[src/rtl/sacd_pkg.sv]
// shared types, widths and plru tables for the cache directory
// no dependencies
package sacd_pkg;

    localparam int ADDR_W          = 32;
    localparam int CNT_W           = 32;
    localparam int NUM_WAYS        = 4;
    localparam int WAY_W           = 2;
    localparam int PLRU_W          = 3;
    localparam int DEF_NUM_SETS    = 32;
    localparam int DEF_LINE_BYTES  = 32;

    // victim way for each plru state
    localparam logic [WAY_W-1:0] VICTIM_OF_STATE [8] = '{
        2'd0, 2'd0, 2'd1, 2'd1, 2'd2, 2'd3, 2'd2, 2'd3
    };

    // next plru state, indexed by {state, referenced way}
    localparam logic [PLRU_W-1:0] PLRU_NEXT [32] = '{
        3'd6, 3'd4, 3'd1, 3'd0,
        3'd7, 3'd5, 3'd1, 3'd0,
        3'd6, 3'd4, 3'd3, 3'd2,
        3'd7, 3'd5, 3'd3, 3'd2,
        3'd6, 3'd4, 3'd1, 3'd0,
        3'd7, 3'd5, 3'd1, 3'd0,
        3'd6, 3'd4, 3'd3, 3'd2,
        3'd7, 3'd5, 3'd3, 3'd2
    };

    typedef struct packed {
        logic capture;
        logic rd_en;
        logic clr_step;
        logic commit;
    } sacd_cmd_t;

    typedef struct packed {
        logic clr_last;
        logic out_free;
    } sacd_status_t;

endpackage

[src/rtl/sacd_if.sv]
// request and response channel interfaces of the cache directory
// depends on sacd_pkg
interface sacd_req_if
    import sacd_pkg::*;
();
    logic              valid;
    logic              ready;
    logic [ADDR_W-1:0] address;
    logic              is_write;

    modport source (output valid, output address, output is_write, input ready);
    modport sink   (input valid, input address, input is_write, output ready);
endinterface

interface sacd_rsp_if
    import sacd_pkg::*;
();
    logic             valid;
    logic             ready;
    logic             hit;
    logic [WAY_W-1:0] way;
    logic             write_back;
    logic [CNT_W-1:0] read_count;
    logic [CNT_W-1:0] write_count;
    logic [CNT_W-1:0] hit_count;
    logic [CNT_W-1:0] miss_count;
    logic [CNT_W-1:0] writeback_count;

    modport source (
        output valid, output hit, output way, output write_back,
        output read_count, output write_count, output hit_count,
        output miss_count, output writeback_count,
        input ready
    );
    modport sink (
        input valid, input hit, input way, input write_back,
        input read_count, input write_count, input hit_count,
        input miss_count, input writeback_count,
        output ready
    );
endinterface

[src/rtl/sacd_ctrl.sv]
// controller state machine: clearing pass, request capture, directory read, update
// depends on sacd_pkg
module sacd_ctrl
    import sacd_pkg::*;
(
    input  logic         clk,
    input  logic         rst_n,
    input  logic         in_valid,
    output logic         in_ready,
    input  sacd_status_t status,
    output sacd_cmd_t    cmd
);

    localparam logic [1:0] ST_CLEAR  = 2'd0;
    localparam logic [1:0] ST_IDLE   = 2'd1;
    localparam logic [1:0] ST_READ   = 2'd2;
    localparam logic [1:0] ST_UPDATE = 2'd3;

    logic [1:0] state_reg;
    logic [1:0] state_next;

    always_ff @(posedge clk or negedge rst_n)
    begin
        if (!rst_n)
        begin
            state_reg <= ST_CLEAR;
        end
        else
        begin
            state_reg <= state_next;
        end
    end

    always_comb
    begin
        state_next = state_reg;
        cmd        = '0;
        case (state_reg)
            ST_CLEAR:
            begin
                cmd.clr_step = 1'b1;
                if (status.clr_last)
                begin
                    state_next = ST_IDLE;
                end
            end
            ST_IDLE:
            begin
                if (in_valid)
                begin
                    cmd.capture = 1'b1;
                    state_next  = ST_READ;
                end
            end
            ST_READ:
            begin
                cmd.rd_en  = 1'b1;
                state_next = ST_UPDATE;
            end
            ST_UPDATE:
            begin
                if (status.out_free)
                begin
                    cmd.commit = 1'b1;
                    state_next = ST_IDLE;
                end
            end
            default:
            begin
                state_next = ST_CLEAR;
            end
        endcase
    end

    assign in_ready = (state_reg == ST_IDLE);

endmodule

[src/rtl/sacd_datapath.sv]
// directory memory, lookup and replacement logic, counters and response register
// depends on sacd_pkg
module sacd_datapath
    import sacd_pkg::*;
#(
    parameter int NUM_SETS   = DEF_NUM_SETS,
    parameter int LINE_BYTES = DEF_LINE_BYTES
)
(
    input  logic              clk,
    input  logic              rst_n,
    input  sacd_cmd_t         cmd,
    output sacd_status_t      status,
    input  logic [ADDR_W-1:0] address,
    input  logic              is_write,
    input  logic              out_ready,
    output logic              out_valid,
    output logic              hit,
    output logic [WAY_W-1:0]  way,
    output logic              write_back,
    output logic [CNT_W-1:0]  read_count,
    output logic [CNT_W-1:0]  write_count,
    output logic [CNT_W-1:0]  hit_count,
    output logic [CNT_W-1:0]  miss_count,
    output logic [CNT_W-1:0]  writeback_count
);

    localparam int OFF_W     = $clog2(LINE_BYTES);
    localparam int IDX_W     = $clog2(NUM_SETS);
    localparam int TAG_W     = ADDR_W - OFF_W - IDX_W;
    localparam int DIRTY_LSB = NUM_WAYS * TAG_W;
    localparam int VALID_LSB = DIRTY_LSB + NUM_WAYS;
    localparam int PLRU_LSB  = VALID_LSB + NUM_WAYS;
    localparam int ROW_W     = PLRU_LSB + PLRU_W;

    // row layout: {plru, valid, dirty, tag3, tag2, tag1, tag0}
    logic [ROW_W-1:0] dir_mem [NUM_SETS];

    logic [IDX_W-1:0]    idx_reg;
    logic [TAG_W-1:0]    tag_reg;
    logic                wr_reg;
    logic [ROW_W-1:0]    row_reg;
    logic [IDX_W-1:0]    clr_idx_reg;
    logic                out_valid_reg;
    logic                out_hit_reg;
    logic [WAY_W-1:0]    out_way_reg;
    logic                out_wb_reg;
    logic [CNT_W-1:0]    read_cnt_reg;
    logic [CNT_W-1:0]    write_cnt_reg;
    logic [CNT_W-1:0]    hit_cnt_reg;
    logic [CNT_W-1:0]    miss_cnt_reg;
    logic [CNT_W-1:0]    wb_cnt_reg;

    logic [NUM_WAYS-1:0] row_valid;
    logic [NUM_WAYS-1:0] row_dirty;
    logic [PLRU_W-1:0]   row_plru;
    logic [NUM_WAYS-1:0] match;
    logic                lk_hit;
    logic [WAY_W-1:0]    lk_way;
    logic                lk_wb;
    logic [NUM_WAYS-1:0] way_onehot;
    logic [NUM_WAYS-1:0] new_valid;
    logic [NUM_WAYS-1:0] new_dirty;
    logic [DIRTY_LSB-1:0] new_tags;
    logic [ROW_W-1:0]    new_row;
    logic                mem_we;
    logic [IDX_W-1:0]    mem_waddr;
    logic [ROW_W-1:0]    mem_wdata;

    function automatic logic [WAY_W-1:0] first_one(input logic [NUM_WAYS-1:0] v);
        logic [WAY_W-1:0] r;
        r = 2'd3;
        if (v[0])
        begin
            r = 2'd0;
        end
        else if (v[1])
        begin
            r = 2'd1;
        end
        else if (v[2])
        begin
            r = 2'd2;
        end
        return r;
    endfunction

    // request capture
    always_ff @(posedge clk)
    begin
        if (cmd.capture)
        begin
            idx_reg <= address[OFF_W +: IDX_W];
            tag_reg <= address[ADDR_W-1 -: TAG_W];
            wr_reg  <= is_write;
        end
    end

    // directory memory
    always_ff @(posedge clk)
    begin
        if (mem_we)
        begin
            dir_mem[mem_waddr] <= mem_wdata;
        end
        if (cmd.rd_en)
        begin
            row_reg <= dir_mem[idx_reg];
        end
    end

    assign mem_we    = cmd.clr_step | cmd.commit;
    assign mem_waddr = cmd.clr_step ? clr_idx_reg : idx_reg;
    assign mem_wdata = cmd.clr_step ? '0 : new_row;

    // clearing pass after reset
    always_ff @(posedge clk or negedge rst_n)
    begin
        if (!rst_n)
        begin
            clr_idx_reg <= '0;
        end
        else if (cmd.clr_step)
        begin
            clr_idx_reg <= clr_idx_reg + IDX_W'(1);
        end
    end

    assign status.clr_last = (clr_idx_reg == IDX_W'(NUM_SETS - 1));
    assign status.out_free = !out_valid_reg || out_ready;

    // lookup and replacement
    assign row_valid  = row_reg[VALID_LSB +: NUM_WAYS];
    assign row_dirty  = row_reg[DIRTY_LSB +: NUM_WAYS];
    assign row_plru   = row_reg[PLRU_LSB +: PLRU_W];

    always_comb
    begin
        for (int w = 0; w < NUM_WAYS; w++)
        begin
            match[w] = row_valid[w] && (row_reg[w*TAG_W +: TAG_W] == tag_reg);
        end
    end

    assign lk_hit = |match;

    always_comb
    begin
        if (lk_hit)
        begin
            lk_way = first_one(match);
        end
        else if (!(&row_valid))
        begin
            lk_way = first_one(~row_valid);
        end
        else
        begin
            lk_way = VICTIM_OF_STATE[row_plru];
        end
    end

    assign way_onehot = {{(NUM_WAYS-1){1'b0}}, 1'b1} << lk_way;
    assign lk_wb      = !lk_hit && |(way_onehot & row_valid & row_dirty);
    assign new_valid  = row_valid | way_onehot;

    always_comb
    begin
        new_dirty = lk_hit ? row_dirty : (row_dirty & ~way_onehot);
        if (wr_reg)
        begin
            new_dirty = new_dirty | way_onehot;
        end
    end

    always_comb
    begin
        for (int w = 0; w < NUM_WAYS; w++)
        begin
            new_tags[w*TAG_W +: TAG_W] = way_onehot[w] ? tag_reg : row_reg[w*TAG_W +: TAG_W];
        end
    end

    assign new_row = {PLRU_NEXT[{row_plru, lk_way}], new_valid, new_dirty, new_tags};

    // counters and response register
    always_ff @(posedge clk or negedge rst_n)
    begin
        if (!rst_n)
        begin
            out_valid_reg <= 1'b0;
            read_cnt_reg  <= '0;
            write_cnt_reg <= '0;
            hit_cnt_reg   <= '0;
            miss_cnt_reg  <= '0;
            wb_cnt_reg    <= '0;
        end
        else
        begin
            if (cmd.commit)
            begin
                out_valid_reg <= 1'b1;
                if (wr_reg)
                begin
                    write_cnt_reg <= write_cnt_reg + CNT_W'(1);
                end
                else
                begin
                    read_cnt_reg <= read_cnt_reg + CNT_W'(1);
                end
                if (lk_hit)
                begin
                    hit_cnt_reg <= hit_cnt_reg + CNT_W'(1);
                end
                else
                begin
                    miss_cnt_reg <= miss_cnt_reg + CNT_W'(1);
                end
                if (lk_wb)
                begin
                    wb_cnt_reg <= wb_cnt_reg + CNT_W'(1);
                end
            end
            else if (out_ready)
            begin
                out_valid_reg <= 1'b0;
            end
        end
    end

    always_ff @(posedge clk)
    begin
        if (cmd.commit)
        begin
            out_hit_reg <= lk_hit;
            out_way_reg <= lk_way;
            out_wb_reg  <= lk_wb;
        end
    end

    assign out_valid       = out_valid_reg;
    assign hit             = out_hit_reg;
    assign way             = out_way_reg;
    assign write_back      = out_wb_reg;
    assign read_count      = read_cnt_reg;
    assign write_count     = write_cnt_reg;
    assign hit_count       = hit_cnt_reg;
    assign miss_count      = miss_cnt_reg;
    assign writeback_count = wb_cnt_reg;

endmodule

[src/rtl/set_assoc_cache_directory_plru.sv]
// Tag directory of a 4-way set-associative write-back cache with tree pseudo-LRU
// replacement and five wrapping 32-bit access counters; no line data is kept.
// Each request passes through capture, directory read and update, and the next
// request is accepted on the cycle after the update, so requests are taken one at
// a time; the directory memory is read then written once per request. The response
// sits in an output register, so a new request is taken while the previous response
// waits; the update stalls only when a second response is ready before the first
// was taken. After reset a clearing pass zeroes every set of the directory, with
// req.ready held low. NUM_SETS and LINE_BYTES are to be powers of two; the block
// itself does not enforce this. Depends on sacd_pkg, sacd_if, sacd_ctrl and
// sacd_datapath.
module set_assoc_cache_directory_plru
    import sacd_pkg::*;
#(
    parameter int NUM_SETS   = DEF_NUM_SETS,
    parameter int LINE_BYTES = DEF_LINE_BYTES
)
(
    input  logic       clk,
    input  logic       rst_n,
    sacd_req_if.sink   req,
    sacd_rsp_if.source rsp
);

    sacd_cmd_t    cmd;
    sacd_status_t status;

    sacd_ctrl u_ctrl (
        .clk      (clk),
        .rst_n    (rst_n),
        .in_valid (req.valid),
        .in_ready (req.ready),
        .status   (status),
        .cmd      (cmd)
    );

    sacd_datapath #(
        .NUM_SETS   (NUM_SETS),
        .LINE_BYTES (LINE_BYTES)
    ) u_datapath (
        .clk             (clk),
        .rst_n           (rst_n),
        .cmd             (cmd),
        .status          (status),
        .address         (req.address),
        .is_write        (req.is_write),
        .out_ready       (rsp.ready),
        .out_valid       (rsp.valid),
        .hit             (rsp.hit),
        .way             (rsp.way),
        .write_back      (rsp.write_back),
        .read_count      (rsp.read_count),
        .write_count     (rsp.write_count),
        .hit_count       (rsp.hit_count),
        .miss_count      (rsp.miss_count),
        .writeback_count (rsp.writeback_count)
    );

endmodule

[src/flat_wrapper.sv]
// flat-port wrapper written by rule: the top's interface ports become plain ports
module set_assoc_cache_directory_plru_flat import sacd_pkg::*;
#(
    parameter int NUM_SETS   = DEF_NUM_SETS,
    parameter int LINE_BYTES = DEF_LINE_BYTES
)
  (clk, rst_n, req_valid, req_address, req_is_write, req_ready, rsp_valid, rsp_hit, rsp_way, rsp_write_back, rsp_read_count, rsp_write_count, rsp_hit_count, rsp_miss_count, rsp_writeback_count, rsp_ready);
  sacd_req_if req_i ();
  sacd_rsp_if rsp_i ();
  input  logic clk;
  input  logic rst_n;
  input wire logic [$bits(req_i.valid)-1:0] req_valid;
  input wire logic [$bits(req_i.address)-1:0] req_address;
  input wire logic [$bits(req_i.is_write)-1:0] req_is_write;
  output wire logic [$bits(req_i.ready)-1:0] req_ready;
  output wire logic [$bits(rsp_i.valid)-1:0] rsp_valid;
  output wire logic [$bits(rsp_i.hit)-1:0] rsp_hit;
  output wire logic [$bits(rsp_i.way)-1:0] rsp_way;
  output wire logic [$bits(rsp_i.write_back)-1:0] rsp_write_back;
  output wire logic [$bits(rsp_i.read_count)-1:0] rsp_read_count;
  output wire logic [$bits(rsp_i.write_count)-1:0] rsp_write_count;
  output wire logic [$bits(rsp_i.hit_count)-1:0] rsp_hit_count;
  output wire logic [$bits(rsp_i.miss_count)-1:0] rsp_miss_count;
  output wire logic [$bits(rsp_i.writeback_count)-1:0] rsp_writeback_count;
  input wire logic [$bits(rsp_i.ready)-1:0] rsp_ready;
  assign req_i.valid = req_valid;
  assign req_i.address = req_address;
  assign req_i.is_write = req_is_write;
  assign req_ready = req_i.ready;
  assign rsp_valid = rsp_i.valid;
  assign rsp_hit = rsp_i.hit;
  assign rsp_way = rsp_i.way;
  assign rsp_write_back = rsp_i.write_back;
  assign rsp_read_count = rsp_i.read_count;
  assign rsp_write_count = rsp_i.write_count;
  assign rsp_hit_count = rsp_i.hit_count;
  assign rsp_miss_count = rsp_i.miss_count;
  assign rsp_writeback_count = rsp_i.writeback_count;
  assign rsp_i.ready = rsp_ready;
  set_assoc_cache_directory_plru #(.NUM_SETS(NUM_SETS), .LINE_BYTES(LINE_BYTES)) u_core (.clk(clk), .rst_n(rst_n), .req(req_i), .rsp(rsp_i));
endmodule
[config.mk]
export PLATFORM = sky130hd
export DESIGN_NAME = set_assoc_cache_directory_plru_flat
export DESIGN_NICKNAME = d
export VERILOG_FILES = /design/src/rtl/sacd_pkg.sv /design/src/rtl/sacd_if.sv /design/src/rtl/sacd_ctrl.sv /design/src/rtl/sacd_datapath.sv /design/src/rtl/set_assoc_cache_directory_plru.sv /design/src/flat_wrapper.sv
export SDC_FILE = /design/constraint.sdc
export NUM_CORES = 2
export LEC_CHECK = 0
export ABC_AREA = 0
export CORE_MARGIN = 3
export CORE_UTILIZATION = 30
export CTS_BUF_LIST = sky130_fd_sc_hd__clkbuf_16
export DETAILED_ROUTE_END_ITERATION = 8
export DONT_BUFFER_PORTS = 1
export PLACE_DENSITY = 0.51
export SYNTH_ARGS = -nofsm -noshare
export SYNTH_HDL_FRONTEND = slang
export SYNTH_SLANG_ARGS = --single-unit
export TNS_END_PERCENT = 50
[constraint.sdc]
create_clock -name clk -period 9.4 [get_ports clk]
set_input_delay 0.47 -clock clk [delete_from_list [all_inputs] [get_ports clk]]
set_output_delay 0.47 -clock clk [all_outputs]
set_load 0.02 [all_outputs]
==> flow_summary.ini <==
[critical_path]
worstPathArrival_ns = 6.83
crit_path_start_kind = flop
r2r_slack_ns = 3.10
endpoint_kind = flop
crit_required_ns = 9.93
worstSetupPathType = flop to flop
cp-startpoint = u_core.u_datapath.tag_reg[4]$_DFFE_PP_
rr_worst_depth = 10
path_max_fanout = 32
rr_startpoint = u_core.u_datapath.tag_reg[4]$_DFFE_PP_
timing.rr.end = u_core.u_datapath.dir_mem[22][17]$_DFFE_PP_

[hold_path]
hp-start = req_address[8]
hold_depth = 1
hp-class = input port to flop
hold_path_end = u_core.u_datapath.idx_reg[3]$_DFFE_PP_

[global_routing]
grt_pass1_vias = 65124
grt-ovfl-total = 0
grtUsageTotal_pct = 15.9
grt_max_degree = 169
antenna_found_initial = 22
grt_pass1_wl_um = 514000

[logic_synthesis]
yosysWarningCount = 0
syn_inst = 5839
synth-seq-area-share_pct = 77.0
synth_cell_types = 51
synth_edf_count = 3299
ys_async_sr_fraction_pct = 4.85
avgSynthCellArea_um2 = 23.0
synth_area_um2 = 134000
syn-num-nets = 5888
ys_ff_latch = 3467
ys.flop_type = edfxtp_1

[final_layout]
area_growth_pct = 15.5
final_cells = 12385
fin_util_pct = 34.9
drive_gt1_share_pct = 29.2
mostFrequentLayoutCells = edfxtp_1 (3,299), mux4_2 (990), clkbuf_16 (374)
largest_reg_flops = 3168
layout_commonest_cell = edfxtp_1
nets = 6234

[routing]
wl_per_cell_um = 29.8
antenna_left = 0
vias = 63566
drt-vias-per-instance = 5.13
drc = 0
drtIter0Drc = 7252
dr.pass1.iters = 5
routed_wl_um = 369000

[timing]
hold_viol = 0
worstMarginPinSlew_ns = 1.32
max_freq_ghz = 0.159
fin_crit_sh_pct = 67.0
rsz0062_at_grt = no
max_slew_margin_pct = 12.2
finalCriticalPeriod_ns = 6.30
finClkSkew_ns = 0.102
final-max-slew-violation-count = 0
setup_viol = 0
final.setup.tns_ns = 0

[cts]
path_clk_slew_ns = 0.06
root_buffer = clkbuf_16
cts_tree = built
cts.sink_count = 3467
clockBufferDepth = 4
postCtsHoldBufs = 32
h-tree-depth = 5
clkLatencyLatePin_ns = 0.95
cts_made_buffers = 370
post-cts-setup-buffers = 0
post_cts_resized = 0

[power_and_ir_drop]
power_density_nw_per_um2 = 280
total_power_mw = 43.3
ir_worst_vdd_mv = 0.149
p_leak_nw = 49.3

[flow_run]
drv_cap = 0

[floorplan]
die_h_um = 674
die_x_um = 674
core_um2 = 443000
initial_core_util_pct = 30.2
io_pins = 203
die-area_um2 = 455000
num_rows = 244

[placement]
hpwl_um = 180000
io_buffers = 0
placedCellCount = 11685
gp_congestion = 0.739

[status]
outcome = completed
==> area by class of cell <==
class | instances | area (um^2)
Clock buffer | 374 | 9360
Fill cell | 40836 | 288000
Clock inverter | 290 | 2510
Antenna cell | 4 | 10.0
Sequential cell | 3467 | 103000
Multi-Input combinational cell | 2049 | 29800
Timing Repair Buffer | 273 | 2410
Tap cell | 5904 | 7390
Inverter | 24 | 97.6
==> critical path, cell delays in order (launching register included) <==
cell and delay [ns]:
edfxtp_1 0.87, xor2_1 0.26, nor4_1 0.74, nand4_1 0.74
nor2_2 0.45, or3_4 0.21, nor3b_1 0.08, nor2_4 1.03
buf_4 0.46, mux2i_1 0.14, nor2_2 0.88
==> worst max-delay path by stage <==
stage	endpoint	slack [ns]
floorplan	u_core.u_datapath.dir_mem[19][0]$_DFFE_PP_	2.62
global placement	u_core.u_datapath.dir_mem[30][10]$_DFFE_PP_	3.30
detailed placement	u_core.u_datapath.dir_mem[28][10]$_DFFE_PP_	3.14
CTS	u_core.u_datapath.dir_mem[16][17]$_DFFE_PP_	3.12
global route	u_core.u_datapath.dir_mem[16][17]$_DFFE_PP_	3.00
finish	u_core.u_datapath.dir_mem[22][17]$_DFFE_PP_	3.10
==> metrics by stage <==
stage | instance area, um^2 | hold WS, ns | setup WS (ns)
floorplan | 134000 | 0.174 | 2.62
global placement | 143000 | 0.179 | 3.30
detailed placement | 143000 | 0.179 | 3.14
CTS | 155000 | 0.135 | 3.12
global route | 155000 | 0.159 | 3.00
finish | 155000 | 0.202 | 3.10
==> metal layers <==
layer / part of all wire (%) / routed length [um] / track usage [%] / up-vias
met4: 2.3 / 8470 / 3.84 / 16
li1: - / - / - / 25219
met3: 7.3 / 26700 / 2.84 / 505
met2: 47 / 174000 / 25.3 / 2262
met5: 0.026 / 97 / 0 / -
met1: 43 / 159000 / 22.6 / 35564
==> cell usage after synthesis (4+ instances only) <==
cell type / number / area (um^2)
nand2_1: 203 / 762
buf_2: 14 / 70.1
and2_1: 8 / 50.1
and3_1: 36 / 225
nor4_1: 26 / 163
nor3_1: 16 / 80.1
a31oi_1: 6 / 37.5
o21ai_0: 11 / 55.1
ha_1: 12 / 150
xnor2_1: 131 / 1150
dfrtp_1: 168 / 4200
xor2_1: 114 / 998
edfxtp_1: 3299 / 99100
mux2i_1: 89 / 891
nand4_1: 46 / 288
and4_1: 14 / 123
buf_4: 13 / 97.6
buf_1: 64 / 240
clkbuf_1: 197 / 739
nand2b_1: 5 / 31.3
a21oi_1: 8 / 40.0
mux2_2: 66 / 743
nor2_1: 162 / 608
nor3b_1: 5 / 37.5
mux4_2: 990 / 22300
inv_1: 23 / 86.3
nor4_2: 6 / 75.1
nand3_1: 69 / 345
buf_6: 10 / 113
o32ai_1: 4 / 35.0
==> where the power goes <==
part	internal (mW)	switching, mW	total (mW)
registers	20.7	0.464	21.1
logic	2.41	5.47	7.87
clock network	8.23	6.07	14.3
==> cell families (layout without fill, tap and decap cells) <==
family | Yosys count | count (layout) | share of synthesized area (%)
DFF | 3467 | 3467 | 77.0
muxes | 1145 | 1145 | 17.9
and+or+nand+nor | 612 | 612 | 2.20
buffers and inverters | 323 | 961 | 1.02
xor gates and xnor gates | 246 | 246 | 1.61
AOI/OAI and AO/OA | 34 | 34 | 0.154
adders and majority gates | 12 | 12 | 0.112
other | 0 | 4 | 0
Power figures use the tool's default switching activity.
